## config.mk

```make
export PLATFORM = sky130hd
export DESIGN_NAME = fdtf_mul
export DESIGN_NICKNAME = d
export VERILOG_FILES = /design/src/rtl/assert_macros.svh /design/src/rtl/fdtf_pkg.sv /design/src/rtl/fdtf_mul.sv
export SDC_FILE = /design/constraint.sdc
export NUM_CORES = 1
export LEC_CHECK = 0
export BUFFER_PORTS_ARGS = -buffer_cell sky130_fd_sc_hd__buf_2
export CAP_MARGIN = 40
export CELL_PAD_IN_SITES_DETAIL_PLACEMENT = 0
export CELL_PAD_IN_SITES_GLOBAL_PLACEMENT = 1
export CORE_MARGIN = 8
export CORE_UTILIZATION = 35
export DETAILED_ROUTE_END_ITERATION = 10
export MAX_ROUTING_LAYER = met4
export PLACE_DENSITY = 0.69
export SLEW_MARGIN = 5
export SYNTH_ARGS = -nofsm -noshare
export SYNTH_HDL_FRONTEND = slang
export SYNTH_SLANG_ARGS = --single-unit
```

## constraint.sdc

```tcl
create_clock -name clock -period 10.77 [get_ports clock]
set_input_delay 1.077 -clock clock [delete_from_list [all_inputs] [get_ports clock]]
set_output_delay 1.077 -clock clock [all_outputs]
set_load 0.02 [all_outputs]
```

## src/rtl/assert_macros.svh

```systemverilog
// assertion macros shared by the echo rtl
`ifndef ASSERT_MACROS_SVH
`define ASSERT_MACROS_SVH

// property that must hold at every clock edge outside reset
`define FDTF_ASSERT(lbl, clk, rst, prop, msg) \
   lbl: assert property (@(posedge clk) disable iff (rst) (prop)) else $error(msg);

// condition that must never be seen outside reset
`define FDTF_NEVER(lbl, clk, rst, expr, msg) \
   lbl: assert property (@(posedge clk) disable iff (rst) !(expr)) else $error(msg);

`endif

```

## src/rtl/fdtf_pkg.sv

```systemverilog
// types and constants of the stereo feedback echo
`default_nettype none

package fdtf_pkg;

   typedef struct packed {
      logic signed [15:0] left_in;
      logic signed [15:0] right_in;
   } req_type;

   typedef struct packed {
      logic signed [15:0] left_out;
      logic signed [15:0] right_out;
   } rsp_type;

   typedef enum logic [3:0] {
      ST_IDLE,
      ST_READ,
      ST_DIFF,
      ST_WET,
      ST_DRY,
      ST_MIX,
      ST_TA,
      ST_TB,
      ST_FB,
      ST_ST,
      ST_DONE
   } state_type;

   localparam int CSR_ADDR_BITS = 4;
   localparam int CSR_DATA_BITS = 32;

   localparam logic [1:0] CSR_DELAY    = 2'd0;
   localparam logic [1:0] CSR_FEEDBACK = 2'd1;
   localparam logic [1:0] CSR_MIX      = 2'd2;
   localparam logic [1:0] CSR_TONE     = 2'd3;

   localparam logic [23:0] DELAY_RESET    = 24'd3686400;
   localparam logic [14:0] FEEDBACK_RESET = 15'd9830;
   localparam logic [15:0] MIX_RESET      = 16'd8192;
   localparam logic [14:0] TONE_RESET     = 15'd11499;

   localparam int MUL_B_BITS = 17;
   localparam logic [16:0] COEF_ONE = 17'd32768;

endpackage

`default_nettype wire

```

## src/rtl/fdtf_mul.sv

```systemverilog
// shared signed multiplier with registered product
`default_nettype none

module fdtf_mul #(
   parameter int A_BITS = 25
) (
   input  wire logic                                         clock,
   input  wire logic signed [A_BITS-1:0]                     op_a,
   input  wire logic signed [fdtf_pkg::MUL_B_BITS-1:0]       op_b,
   output logic      signed [A_BITS+fdtf_pkg::MUL_B_BITS-1:0] prod
);

   import fdtf_pkg::*;

   always_ff @(posedge clock) begin
      prod <= op_a * op_b;
   end

endmodule

`default_nettype wire

```

==> flow_metrics.tcl, run 1 <==
set metrics [dict create \
    place_area_sq_um 16800 \
    gr-total-overflow 0 \
    synth_area_sq_um 15900 \
    area_growth_pct 6.96 \
    synth_seq_cells 42 \
    crit_path_end_kind "flop" \
    rows 78 \
    cp-start-kind "input pin" \
    cp_slowest_cell "clkinv_1" \
    place_hpwl_mm 33.8 \
    report.final.slew_viol_count 0 \
    vias_per_cell 4.69 \
    synth_fp_nets 2266 \
    die_h_microns 229 \
    drtIter0Drc 525 \
    ys.flop_type "dfxtp_1" \
    rsz0062_at_grt "false" \
    nets 2298 \
    final_cell_mix "446 x inv_1, 416 x fa_1, 237 x nand2_1" \
    fin_area_sq_um 17000 \
    cts_tree "done" \
    synth-simple-area-share 0.156 \
    fin_tns_setup_ns 0 \
    die-area_sq_um 52400 \
    synth_top_family_by_area "adder cells" \
    drive_gt1_frac 0.0587 \
    worstHoldEndpoint "prod[0]$_DFF_P_" \
    top_register "prod" \
    max_slew.worst_pin.slew_ns 0.799 \
    detail-route-antenna-nets 0 \
    timing.final.crit_share 0.758 \
    synth_area_per_cell_sq_um 9.30 \
    cts_buffer_depth 2 \
    min_from "op_a[0]" \
    cp.arrival_ns 8.41 \
    largest_reg_flops 42 \
    vias 11000 \
    drv_cap 0 \
    async_flop_share 0 \
    port_buffers 84 \
    synth.mux.area_fraction 0.000710 \
    setup_viol_count_final 0 \
    cts-resized-gates 0 \
    wl_per_cell_microns 17.3 \
    cts.htree.levels 2 \
    clock-sinks 42 \
    synth_fa_ha_area_frac 0.605 \
    grt_pass1_wl_mm 69.0 \
    gp_congestion 0.903 \
    grt_max_degree 26 \
    drc 0 \
    antenna_found_initial 1 \
    min_path_type "input pin to flop" \
    synth_seq_area_share 0.0530 \
    synth_compound_area_frac 0.0425 \
    core_sq_um 45100 \
    post_cts_buffers 0 \
    numCtsBuffers 5 \
    clkSlewWorstSetupHoldPaths_ns 0.08 \
    hold_violations 0 \
    synthXorXnorAreaFrac 0.0226 \
    run_status "completed" \
    top_regs "prod: 42 flops" \
    start_util 0.352 \
    max_freq_mhz 122 \
    relSlewSlack 0.466 \
    hold_slack_ns 1.24 \
    cts_root_buf "clkbuf_16" \
    synthesis.instances 1706 \
    post-route-min-period_ns 8.16 \
    final_common_cell "inv_1" \
    cp_slowest_stage_delay_ns 0.70 \
    synth_edf_count 0 \
    path_cells "buf_2 > clkinv_1 > nor2_1 > fa_1 > fa_1 > fa_1 > fa_1 > fa_1 > inv_1 > fa_1 > inv_1 > ha_1 > a211o_1 > a311o_1 > a221oi_2 > o22ai_1 > nor3_2 > a31oi_1 > o41ai_4 > or4b_1 > o211ai_1" \
    die_x_microns 229 \
    routed_wl_mm 40.4 \
    ys_types 49 \
    yosysWarnings 0 \
    crit_path_frequent_cell "fa_1" \
    first_pass_iters 4 \
    critPathMaxFanout 17 \
    grt_pass1_vias 12800 \
    grt_usage 0.170 \
    critical_path_class "input pin to flop" \
    crit_required_ns 11.01 \
    finish.utilization 0.376 \
    io_pins 85 \
    startpoint "op_b[16]" \
    hold_depth 2 \
    hold_buffers 0 \
]
[worst max-delay path by stage]
| stage | to | slack (ns) | depth (start not counted) |
|---|---|---|---|
| floorplan | prod[40]$_DFF_P_ | 3.70 | 21 |
| CTS | prod[40]$_DFF_P_ | 2.43 | 21 |
| finish | prod[40]$_DFF_P_ | 2.61 | 21 |
| global placement | prod[40]$_DFF_P_ | 2.15 | 21 |
| global route | prod[40]$_DFF_P_ | 2.16 | 21 |
| detailed placement | prod[40]$_DFF_P_ | 2.14 | 21 |
[cells by family after synthesis]
kind of cell	count (synthesis)
buffers and inverters	508
AOI/OAI and AO/OA	95
DFF	42
and+or+nand+nor	502
adders and majority gates	517
xor gates and xnor gates	41
muxes	1
[per-layer routing]
layer	wire, microns	GRT usage	vias to the layer above
met2	20300	0.290	211
met5	0	-	-
met4	947	0.0438	0
li1	-	-	4966
met3	1410	0.0202	50
met1	17700	0.213	5755
[stage by stage]
stage | instances | setup WS, ns
2_1_floorplan | 1706 | 3.70
3_3_place_gp | 2331 | 2.15
3_5_place_dp | 2331 | 2.14
4_1_cts | 2339 | 2.43
5_1_grt | 2340 | 2.16
6_report | 2340 | 2.61
[critical path: cells and delay by family]
kind / cells / cell delay, ns
AOI/OAI and AO/OA: 7 / 1.79
adders and majority gates: 7 / 3.25
and+or+nand+nor: 3 / 1.20
buffers and inverters: 4 / 1.07
[layout make-up]
| cell class | count | area (sq um) |
|---|---|---|
| well taps | 600 | 751 |
| multi-input cells | 1156 | 13100 |
| repair buffers | 86 | 435 |
| flip-flops and latches | 42 | 841 |
| clock buffers | 5 | 125 |
| clock inverters | 3 | 18.8 |
| diodes | 1 | 2.50 |
| inverters | 447 | 1680 |
| fillers | 4676 | 28100 |
[synth_stat cells (16+ instances only)]
cell type	number	area share
nor2_1	34	0.0080
and2_1	188	0.074
inv_1	446	0.11
dfxtp_1	42	0.053
clkbuf_1	60	0.014
xnor2_1	31	0.017
fa_1	416	0.52
nand2_1	237	0.056
a21oi_1	22	0.0069
a21o_1	16	0.0076
ha_1	101	0.080
Power of run 1 is left out: the tool's default activity adds up to more than one toggle a clock period on the data nets, which glitch-free logic cannot reach.
==> inputs of run 2 (changes only) <==
- PLACE_DENSITY: 0.69 -> 0.71
- clock period: 10.77 -> 7.5 ns (I/O delays scaled with it)
==> run 2 against run 1 <==
  * Wire length shrank 0.63%
  * Global-route usage shrank 0.18 points
  * Critical endpoint unchanged
  * Die area is the same
  * Via count grew 2.3%
  * Critical path type unchanged
  * Critical path depth grew 2
==> flow_metrics.tcl, run 2 (synthesis results as in run 1) <==
set metrics [dict create \
    run_status "completed" \
    grt_pass1_wl_mm 68.2 \
    path_cells "buf_2 > buf_4 > nand2_1 > fa_1 > fa_1 > inv_1 > fa_1 > fa_1 > fa_1 > inv_1 > fa_1 > inv_1 > ha_1 > a21o_1 > a311o_1 > a221oi_2 > o22ai_1 > nor3_2 > buf_4 > a31oi_1 > o41ai_4 > or4b_1 > o211ai_1" \
    setup_viol_count_final 0 \
    cts_tree "done" \
    detail-route-antenna-nets 0 \
    hold_buffers 0 \
    hold_violations 0 \
    report.final.slew_viol_count 0 \
    drtIter0Drc 489 \
    gr-total-overflow 0 \
    gp_congestion 0.875 \
    top_regs "prod: 42 flops" \
    final_cell_mix "446 x inv_1, 416 x fa_1, 237 x nand2_1" \
    cts-resized-gates 0 \
    rsz0062_at_grt "false" \
    cp_slowest_cell "fa_1" \
    path_buf_inv 6 \
    cp.depth 23 \
    final_common_cell "inv_1" \
    grt_pass1_vias 13000 \
    port_buffers 84 \
    crit_path_end_kind "flop" \
    post-route-min-period_ns 7.06 \
    relSlewSlack 0.459 \
    cp_slowest_stage_delay_ns 0.56 \
    hold_depth 2 \
    min_path_type "input pin to flop" \
    drive_gt1_frac 0.0926 \
    vias_per_cell 4.67 \
    crit_path_frequent_cell "fa_1" \
    top_register "prod" \
    nets 2363 \
    max_slew.worst_pin.slew_ns 0.808 \
    cts_buffer_depth 2 \
    die_x_microns 229 \
    grt_max_degree 26 \
    die_h_microns 229 \
    fin_tns_setup_ns 0 \
    crit_family "adder cells" \
    io_pins 85 \
    largest_reg_flops 42 \
    drc 0 \
    numCtsBuffers 5 \
    cp.arrival_ns 7.31 \
    rows 78 \
    worstHoldEndpoint "prod[0]$_DFF_P_" \
    vias 11200 \
    routed_wl_mm 40.1 \
    clkSlewWorstSetupHoldPaths_ns 0.07 \
    critPathMaxFanout 10 \
    crit_required_ns 7.75 \
    finish.utilization 0.389 \
    setup_slack_ns 0.435 \
    antenna_found_initial 1 \
    first_pass_iters 6 \
    critical_path_class "input pin to flop" \
    cp-start-kind "input pin" \
    die-area_sq_um 52400 \
    core_sq_um 45100 \
    timing.final.crit_share 0.942 \
    drv_cap 0 \
    area_growth_pct 10.7 \
    grt_usage 0.168 \
    cts.htree.levels 2 \
    cts_root_buf "clkbuf_16" \
    start_util 0.352 \
    post_cts_buffers 0 \
    max_freq_mhz 142 \
    wl_per_cell_microns 16.7 \
    dpl_worst_slack_ns 0.0867 \
    clock-sinks 42 \
    place_hpwl_mm 34.6 \
    min_from "op_a[0]" \
]
run 2: area by class of cell:
cell class | instances | area (sq um)
antenna | 1 | 2.50
clock buffer | 5 | 125
clock inverter | 3 | 68.8
fill | 4622 | 27500
inverter | 447 | 1680
multi-input combinational | 1156 | 13100
sequential | 42 | 841
tap | 600 | 751
timing repair buffer | 151 | 973
run 2: worst max path at each step:
| stage | end | from |
|---|---|---|
| CTS | prod[40]$_DFF_P_ | op_b[8] |
| finish | prod[40]$_DFF_P_ | op_b[3] |
| floorplan | prod[40]$_DFF_P_ | op_b[4] |
| detailed placement | prod[40]$_DFF_P_ | op_b[3] |
| global placement | prod[40]$_DFF_P_ | op_b[8] |
| global route | prod[40]$_DFF_P_ | op_b[3] |
run 2: stage by stage:
step | area, sq um | hold WS, ns | instances
after global placement | 17400 | 1.17 | 2396
final | 17600 | 0.879 | 2405
after global routing | 17600 | 0.893 | 2404
after floorplan | 15900 | 0.872 | 1706
after CTS | 17600 | 0.863 | 2404
after detailed placement | 17400 | 1.17 | 2396
run 2: layer usage:
layer / vias up / track usage / part of all wire
li1: 5100 / - / -
met1: 5811 / 0.201 / 0.41
met2: 266 / 0.292 / 0.52
met3: 56 / 0.0253 / 0.047
met4: 0 / 0.0500 / 0.027
met5: - / - / 0
Power of run 2 is left out for the same reason.
